[config.mk]
export PLATFORM = sky130hd
export DESIGN_NAME = length_prefixed_phrase_deframer
export DESIGN_NICKNAME = d
export VERILOG_FILES = /design/src/hdl/lppd_pkg.sv /design/src/hdl/lppd_result_queue.sv /design/src/hdl/length_prefixed_phrase_deframer.sv
export SDC_FILE = /design/constraint.sdc
export NUM_CORES = 1
export LEC_CHECK = 0
export ABC_AREA = 1
export BUFFER_PORTS_ARGS = -buffer_cell sky130_fd_sc_hd__buf_4
export CAP_MARGIN = 20
export CORE_AREA = 2 2 132 166
export CTS_BUF_LIST = sky130_fd_sc_hd__clkbuf_2 sky130_fd_sc_hd__clkbuf_4 sky130_fd_sc_hd__clkbuf_8
export CTS_CLUSTER_SIZE = 8
export DETAILED_ROUTE_END_ITERATION = 8
export DIE_AREA = 0 0 134 168
export PLACE_DENSITY = 0.59
export SLEW_MARGIN = 20
export SYNTH_ARGS = -nofsm -noshare
export SYNTH_HDL_FRONTEND = slang
export SYNTH_SLANG_ARGS = --single-unit
[constraint.sdc]
create_clock -name clk -period 10.7 [get_ports clk]
set_clock_uncertainty 0.15 [all_clocks]
set_input_delay 3.21 -clock clk [delete_from_list [all_inputs] [get_ports clk]]
set_output_delay 3.21 -clock clk [all_outputs]
set_load 0.02 [all_outputs]
[src/hdl/lppd_pkg.sv]
// Package for the length-prefixed phrase deframer.
// Holds the result kind codes, the result record and the result queue size.
// No dependencies.
package lppd_pkg;

  typedef enum logic [1:0] {
    KIND_WRITE = 2'd0,
    KIND_DONE  = 2'd1,
    KIND_ERROR = 2'd2
  } kind_t;

  typedef struct packed {
    kind_t      kind;
    logic [9:0] address;
    logic [7:0] data;
    logic [9:0] count;
    logic       last;
  } result_t;

  localparam int unsigned QUEUE_DEPTH = 4;
  localparam int unsigned QUEUE_AW    = 2;

endpackage

[src/hdl/lppd_result_queue.sv]
// Result queue of the length-prefixed phrase deframer.
// Takes up to two results per cycle and hands out one per transfer.
// Depends on lppd_pkg.
module lppd_result_queue
  import lppd_pkg::*;
(
  input  logic    clk,
  input  logic    rst,
  input  logic    push0,
  input  logic    push1,
  input  result_t entry0,
  input  result_t entry1,
  output logic    room,
  output logic    pop_valid,
  input  logic    pop_ready,
  output result_t head_entry
);

  result_t                slots [QUEUE_DEPTH];
  logic [QUEUE_AW-1:0]    head;
  logic [QUEUE_AW-1:0]    tail;
  logic [QUEUE_AW:0]      fill;
  logic [QUEUE_AW:0]      fill_next;
  logic [QUEUE_AW-1:0]    push_n;
  logic                   pop;

  assign push_n     = QUEUE_AW'(push0) + QUEUE_AW'(push1);
  assign pop        = pop_valid && pop_ready;
  assign pop_valid  = (fill != '0);
  assign head_entry = slots[head];
  assign room       = (fill <= (QUEUE_AW+1)'(QUEUE_DEPTH - 2));

  always_comb begin
    fill_next = fill + (QUEUE_AW+1)'(push_n) - (QUEUE_AW+1)'(pop);
  end

  always_ff @(posedge clk) begin
    if (rst) begin
      head <= '0;
      tail <= '0;
      fill <= '0;
    end else begin
      head <= head + QUEUE_AW'(pop);
      tail <= tail + push_n;
      fill <= fill_next;
    end
  end

  always_ff @(posedge clk) begin
    if (push0) begin
      slots[tail] <= entry0;
    end
    if (push1) begin
      slots[tail + QUEUE_AW'(1)] <= entry1;
    end
  end

endmodule

[src/hdl/length_prefixed_phrase_deframer.sv]
// Top level of the length-prefixed phrase deframer.
// Decodes received bytes into buffer writes, completion and error reports.
// Depends on lppd_pkg and lppd_result_queue.
//
//   channel   handshake                payload
//   input     in_valid / in_ready      rx_byte
//   output    out_valid / out_ready    kind, address, data, count, last
//   config    cfg_write                cfg_data (capacity)
//
// One byte is accepted per cycle while in_ready is high; its zero, one or two
// results enter a four-entry result queue in the same cycle and leave one per
// transfer. A result can appear on the output in the cycle after its byte is
// accepted. in_ready is high while the queue has room for two results, so a
// stalled output stops input only once two results wait behind it.
// Reset empties the queue, clears the phrase state and sets capacity to 1024.
module length_prefixed_phrase_deframer
  import lppd_pkg::*;
#(
  parameter int unsigned MAX_BYTES = 1024
) (
  input  logic        clk,
  input  logic        rst,
  input  logic        in_valid,
  output logic        in_ready,
  input  logic [7:0]  rx_byte,
  output logic        out_valid,
  input  logic        out_ready,
  output logic [1:0]  kind,
  output logic [9:0]  address,
  output logic [7:0]  data,
  output logic [9:0]  count,
  output logic        last,
  input  logic        cfg_write,
  input  logic [10:0] cfg_data
);

  localparam int unsigned LIMIT = (MAX_BYTES < 1024) ? MAX_BYTES : 1024;

  logic [10:0] capacity;
  logic        expect_header;
  logic [7:0]  phrase_length;
  logic [7:0]  phrase_position;
  logic [9:0]  fill_count;

  logic        expect_header_next;
  logic [7:0]  phrase_length_next;
  logic [7:0]  phrase_position_next;
  logic [9:0]  fill_count_next;

  logic [10:0] cap_use;
  logic        full;
  logic        at_end;
  logic        header;
  logic [9:0]  fill_mid;
  logic        v0;
  logic        v1;
  result_t     r0;
  result_t     r1;
  result_t     head_entry;
  logic        accept;

  assign accept = in_valid && in_ready;

  always_comb begin
    cap_use = (capacity > 11'(LIMIT)) ? 11'(LIMIT) : capacity;
    full    = (({1'b0, fill_count} + 11'd1) >= cap_use);
    at_end  = (phrase_length != 8'd0) && (phrase_position == phrase_length - 8'd1);

    expect_header_next   = expect_header;
    phrase_length_next   = phrase_length;
    phrase_position_next = phrase_position;
    fill_count_next      = fill_count;
    header   = expect_header;
    fill_mid = fill_count;
    v0 = 1'b0;
    v1 = 1'b0;
    r0 = '0;
    r1 = '0;

    if (!expect_header) begin
      phrase_position_next = phrase_position + 8'd1;
      if (!at_end) begin
        if (!full) begin
          v0 = 1'b1;
          r0.kind    = KIND_WRITE;
          r0.address = fill_count;
          r0.data    = rx_byte;
          fill_count_next = fill_count + 10'd1;
          if (rx_byte == 8'd0) begin
            v1 = 1'b1;
            r1.kind  = KIND_ERROR;
            r1.count = fill_count + 10'd1;
            expect_header_next   = 1'b1;
            phrase_length_next   = 8'd0;
            phrase_position_next = 8'd0;
            fill_count_next      = 10'd0;
          end
        end
      end else begin
        if (!full) begin
          v0 = 1'b1;
          r0.kind    = KIND_WRITE;
          r0.address = fill_count;
          fill_mid   = fill_count + 10'd1;
        end
        header = 1'b1;
      end
    end

    if (header) begin
      expect_header_next   = 1'b0;
      phrase_length_next   = rx_byte;
      phrase_position_next = 8'd0;
      fill_count_next      = fill_mid;
      if (rx_byte == 8'd0) begin
        if (v0) begin
          v1 = 1'b1;
          r1.kind  = KIND_DONE;
          r1.count = fill_mid;
        end else begin
          v0 = 1'b1;
          r0.kind  = KIND_DONE;
          r0.count = fill_mid;
        end
        expect_header_next   = 1'b1;
        phrase_length_next   = 8'd0;
        fill_count_next      = 10'd0;
      end
    end

    if (v1) begin
      r1.last = 1'b1;
    end else begin
      r0.last = v0;
    end
  end

  always_ff @(posedge clk) begin
    if (rst) begin
      capacity        <= 11'd1024;
      expect_header   <= 1'b1;
      phrase_length   <= 8'd0;
      phrase_position <= 8'd0;
      fill_count      <= 10'd0;
    end else begin
      if (cfg_write) begin
        capacity <= cfg_data;
      end
      if (accept) begin
        expect_header   <= expect_header_next;
        phrase_length   <= phrase_length_next;
        phrase_position <= phrase_position_next;
        fill_count      <= fill_count_next;
      end
    end
  end

  lppd_result_queue u_queue (
    .clk        (clk),
    .rst        (rst),
    .push0      (accept && v0),
    .push1      (accept && v1),
    .entry0     (r0),
    .entry1     (r1),
    .room       (in_ready),
    .pop_valid  (out_valid),
    .pop_ready  (out_ready),
    .head_entry (head_entry)
  );

  assign kind    = head_entry.kind;
  assign address = head_entry.address;
  assign data    = head_entry.data;
  assign count   = head_entry.count;
  assign last    = head_entry.last;

endmodule

== Word-level counts from Yosys, hierarchy flattened ==
Memories as Yosys holds them, arrays and structs flattened. A register that Yosys moved wholly into a read port is not among the register bits.
Cells that the tools add are included.
Storage, ports and cells
  bits in registers: 45
  RAM bits: 124
  input port bits: 24
  output and inout bits: 33
  word-level logic and storage cells: 106
  memories: 1
Memory list
  u_queue.slots: depth 4, bits a word 31, read ports 1, clocked after Yosys merged registers in 1, wr ports 2, RTL line lppd_result_queue.sv:19  | result_t slots [QUEUE_DEPTH];
Operators by class
  $add $sub $neg: 10
  $lt $le $gt $ge: 3
  equal/unequal tests: 4
  mux-type cells: 68
  reduce and logical (&&, ||, !) cells: 12
Operators with widths (number)
  2-to-1 mux 10 bit: 20
  2-to-1 mux 8 bit: 12
  2-to-1 mux 2 bit: 11
  2-to-1 mux 1 bit: 21
  2-to-1 mux 20 bit: 1
  2-to-1 mux 18 bit: 1
  2-to-1 mux 12 bit: 1
  adder 10 x 1 -> 11 bit (second input constant): 1
  >= comparator 11 bit: 1
  > comparator 11 bit (second input constant): 1
  2-to-1 mux 11 bit: 1
  adder 10 x 1 -> 10 bit (second input constant): 1
  adder 8 x 1 -> 8 bit (second input constant): 1
  == test 8 bit: 1
  zero test 8 bit: 1
  nonzero test 8 bit: 1
  subtractor 8 x 1 -> 8 bit (second input constant): 1
  != test 2 x 1 -> 1 bit (second input constant): 3
  logical AND 1 bit: 5
  AND reduction 5 bit: 1
  AND reduction 4 bit: 1
  adder 3 x 2 -> 3 bit: 1
  less-or-equal comparator 3 x 2 -> 1 bit (second input constant): 1
  nonzero test 3 bit: 1
  7 further kinds: 7

== Depth between registers and ports, before layout ==
  depth in word-level cells: 13
  mapped depth: 25
  depth with buffers taken out: 23

== Modules after synthesis ==
Synthesis repeated with hierarchy kept, for this count alone.
Unflattened totals
  cells, all modules: 1205
  area total of the unflattened synthesis: 9611.7 µm²
By module, submodules not included
  lppd_result_queue: instances 1, cells an instance 726, area an instance 6612.6 µm², sequential area each 3863.7 µm²
  length_prefixed_phrase_deframer: instances 1, cells an instance 479, area an instance 2999.1 µm², sequential area each 760.7 µm²

== Worst setup path before layout ==
Ideal clock, no wire load.
  path type: in2reg
  start point: in rx_byte[7]
  end point: reg u_queue.fill[2]
  setup time: 120 ps
  data arrival time: 5295 ps
  required time: 10430 ps
  slack: 5135 ps
  cell stages on the path: 13
  path buffers: 1
  path through: inv_1 -> nand4_1 -> nor2_1 -> nand2_2 -> a21oi_4 -> buf_4 -> ha_1 -> inv_1 -> ha_1 -> inv_1 -> fa_1 -> o21ai_0 -> a21oi_1
On the way
  cells in the longest elaborated chain, start to end: 12
  elaborated cells on any way between the ends: 15
  those cells by class: add/sub (3); mux (9); reduce/logical (3)
Ends and longest elaborated chain
  from (decl): RTL line length_prefixed_phrase_deframer.sv:25  | input logic [7:0] rx_byte,
  zero test 8 bit (*): RTL line length_prefixed_phrase_deframer.sv:89, length_prefixed_phrase_deframer.sv:115
  2-to-1 mux 1 bit: RTL line length_prefixed_phrase_deframer.sv:89  | if (rx_byte == 8'd0) begin
  2-to-1 mux 1 bit: RTL line length_prefixed_phrase_deframer.sv:83  | if (!full) begin
  2-to-1 mux 1 bit: RTL line length_prefixed_phrase_deframer.sv:82  | if (!at_end) begin
  2-to-1 mux 1 bit: RTL line length_prefixed_phrase_deframer.sv:80  | if (!expect_header) begin
  2-to-1 mux 1 bit: RTL line length_prefixed_phrase_deframer.sv:116  | if (v0) begin
  2-to-1 mux 1 bit: RTL line length_prefixed_phrase_deframer.sv:115  | if (rx_byte == 8'd0) begin
  2-to-1 mux 1 bit: RTL line length_prefixed_phrase_deframer.sv:110  | if (header) begin
  logical AND 1 bit: RTL line length_prefixed_phrase_deframer.sv:162  | .push1 (accept && v1),
  adder 1 x 1 -> 2 bit (*): RTL line lppd_result_queue.sv:27  | assign push_n = QUEUE_AW'(push0) + QUEUE_AW'(push1);
  adder 3 x 2 -> 3 bit (*): RTL line lppd_result_queue.sv:34  | fill_next = fill + (QUEUE_AW+1)'(push_n) - (QUEUE_AW+1)'(pop);
  subtractor 3 x 1 -> 3 bit (*): RTL line lppd_result_queue.sv:34
  to (signal assigned): RTL line lppd_result_queue.sv:45  | fill <= fill_next;
  to (decl): RTL line lppd_result_queue.sv:22  | logic [QUEUE_AW:0] fill;
Every way passes the cells marked *; elsewhere a longest branch is shown, timed or not.
A chain may end at the register's enable or synchronous reset.

==> summary.txt <==
CP max-delay cell: nand3_1
Clock period minus worst slack: 6.41 ns
Fin. Hold Viols: 0
Max-slew violations: 0
Drc violations: 0
Sequential cell area: 0.00391 mm^2
Crit start category: input pin
Crit. End Element: flop
Rel. slew slack: 0.285
Combinational share of power: 0.427
Ports: 57
Via density: 5.22
Core Rows: 60
Antenna cell count: 0
Commonest non-fill, non-tap cell in the layout: nand2_1
Initial antenna violation count: 0
Area of the multi-input gates: 0.00430 mm^2
DR vias: 8455
Share of post-route cells with drive strength above 1: 0.0849
Distinct cells, synth: 40
Seq cells post-synth: 169
Largest net degree at the start of global routing: 65
Setup TNS: 0 ns
Commonest non-fill, non-tap cells in the layout: nand2_1 (270), nor2_1 (197), inv_1 (195), dfxtp_1 (116), o21ai_0 (96)
CTS tree: yes
Period utilisation layout: 0.599
Top_reg_cell synth: dfxtp_1
IO buf count: 56
FMAX: 0.156 GHz
Die area: 0.0225 mm^2
Worst-margin pin slew: 1.07 ns
Clock Pin Slew Worst Setup and Hold Paths: 0.10 ns
Ys async rst share: 0
Met1 wire length: 11.4 mm
Initial DRC count: 693
Worst vdd ir: 0.119 mV
Worst Path Arrival: 6.37 ns
Nets: 1375
Inst Count DP: 1589
Met2 WL: 11.7 mm
Clock Tree Root: clkbuf_8
Post-CTS resize count: 0
Hold WC Path Type: flop to flop
Post-synth EDFFs: 52
Sw frac: 0.430
Max layer used: met4
Post-Syn Instances: 1322
Synth Warn #: 0
RSZ-0062 raised after global routing: false
Finished Core Util: 0.483
Setup-failing EPs final: 0
Post-Syn Area per Cell: 7.03 um^2
Worst Path Required: 10.66 ns
CP peak stage delay: 0.89 ns
Syn Nets: 1368
Drt pass-1 iters: 6
Clock network fraction of design power: 0.208
Most used cell, CP: nand2_2
Clock Latency Late Sink: 0.47 ns
Power Total: 2.26 mW
Clock tree buffer depth: 2
Metal3 WL: 1.08 mm
Hold buffer count at CTS: 0
RD Place Congestion: 0.847
Sequential share of power: 0.365
Clock sink total: 169
Initial Util: 0.440
Avg WL per Cell: 15.2 um
Die Ht: 168 um
Leakage: 5.29 nW
Net Sw Power: 0.974 mW
Pwr Density: 222 mW/mm^2
DRT antenna net count: 0
Filler cell count: 2201
Critical path class: input pin to flop
Core area: 0.0211 mm^2
Critical-path maximum fanout: 40
Die W: 134 um
Outcome: finished, final reports clean
Number of global-route vias before repair: 8083
Synthesized area: 0.00929 mm^2
Sequential area share after synthesis: 0.420
GR Util All Layers: 0.227
Max Cap Viol: 0
Global route total overflow: 0
CTS Buf Count: 17
Area delta synth->final: 9.66%
Post-CTS repair timing setup buffer count: 0
Non-filler instance count after layout: 1621
Final hold slack: 0.316 ns
First-pass GRT wire length: 41.0 mm
Post-DP HPWL: 17.4 mm
Sequence of cells on the critical path: buf_4 -> inv_1 -> nand4_1 -> nor2_1 -> nand2_2 -> nand2_2 -> nand3_1 -> nand2_1
Internal power: 1.29 mW
H-tree depth: 4
WL final: 24.6 mm
==> worst max-delay path, delay by kind of cell <==
family,cells,cell delay (ns)
buffers and inverters,2,0.17
and+or+nand+nor,6,2.97
==> state kept, by name, indices dropped and copies added (netlist names) <==
signal / flops
u_queue.slots: 124
fill_count: 10
phrase_length: 8
phrase_position: 8
u_queue.tail: 2
u_queue.head: 2
capacity: 11
u_queue.fill: 3
expect_header: 1
==> final cells by class <==
cell class	count	area share
Timing Repair Buffer	65	0.0479
Multi-Input combinational cell	878	0.422
Clock buffer	17	0.0230
Clock inverter	15	0.0169
Tap cell	279	0.0343
Inverter	198	0.0730
Sequential cell	169	0.383
==> stage by stage <==
| step | setup slack, ns | cell area (um^2) |
|---|---|---|
| 6_report | 4.29 | 10200 |
| 5_1_grt | 3.97 | 10200 |
| 4_1_cts | 4.40 | 10200 |
| 3_5_place_dp | 3.89 | 9780 |
| 3_3_place_gp | 3.95 | 9780 |
| 2_1_floorplan | 5.13 | 9290 |
==> per-layer routing <==
layer,up-vias,global-route usage
li1,4319,-
met1,3891,0.300
met2,209,0.376
met3,36,0.0413
met4,0,0.0708
met5,-,0
==> cell usage after synthesis (5+ instances only) <==
cell type | count | area, um^2
a21oi_1 | 41 | 205
buf_2 | 17 | 85.1
clkbuf_1 | 51 | 191
dfxtp_1 | 117 | 2340
edfxtp_1 | 52 | 1560
ha_1 | 21 | 263
inv_1 | 195 | 732
nand2_1 | 270 | 1010
nand3_1 | 76 | 380
nand3b_1 | 5 | 37.5
nand4_1 | 57 | 357
nor2_1 | 197 | 739
nor2_2 | 5 | 31.3
o21ai_0 | 96 | 480
o21ai_1 | 8 | 40.0
o22ai_1 | 63 | 394
xnor2_1 | 5 | 43.8
xor2_1 | 9 | 78.8
==> path summary, 6_finish.rpt <==
| kind | endpoint | slack, ns | from | depth (start not counted) |
|---|---|---|---|---|
| worst max-delay path | u_queue.slots[1][10]$_DFFE_PP_ | 4.29 | rx_byte[7] | 8 |
| worst min-delay path | u_queue.slots[1][16]$_SDFFE_PP0P_ | 0.32 | u_queue.slots[1][16]$_SDFFE_PP0P_ | 2 |
| worst max register to register | u_queue.slots[1][10]$_DFFE_PP_ | 4.46 | fill_count[2]$_SDFFE_PP0P_ | 16 |
| worst min register to register | u_queue.slots[1][16]$_SDFFE_PP0P_ | 0.32 | u_queue.slots[1][16]$_SDFFE_PP0P_ | 2 |
==> power by group through the flow <==
stage	registers (mW)	logic, mW	clock network [mW]
after floorplan	0.814	0.683	0
after global placement	0.839	0.961	0
after detailed placement	0.841	0.971	0
after CTS	0.826	0.975	0.483
after global routing	0.836	1.09	0.510
final	0.827	0.967	0.471
==> cell families after synthesis <==
logic type / synth area share
DFF: 0.420
xor gates and xnor gates: 0.0132
and+or+nand+nor: 0.287
adders and majority gates: 0.0304
buffers and inverters: 0.117
AOI/OAI and AO/OA: 0.132
No activity file was read; power rests on OpenSTA's default activity.
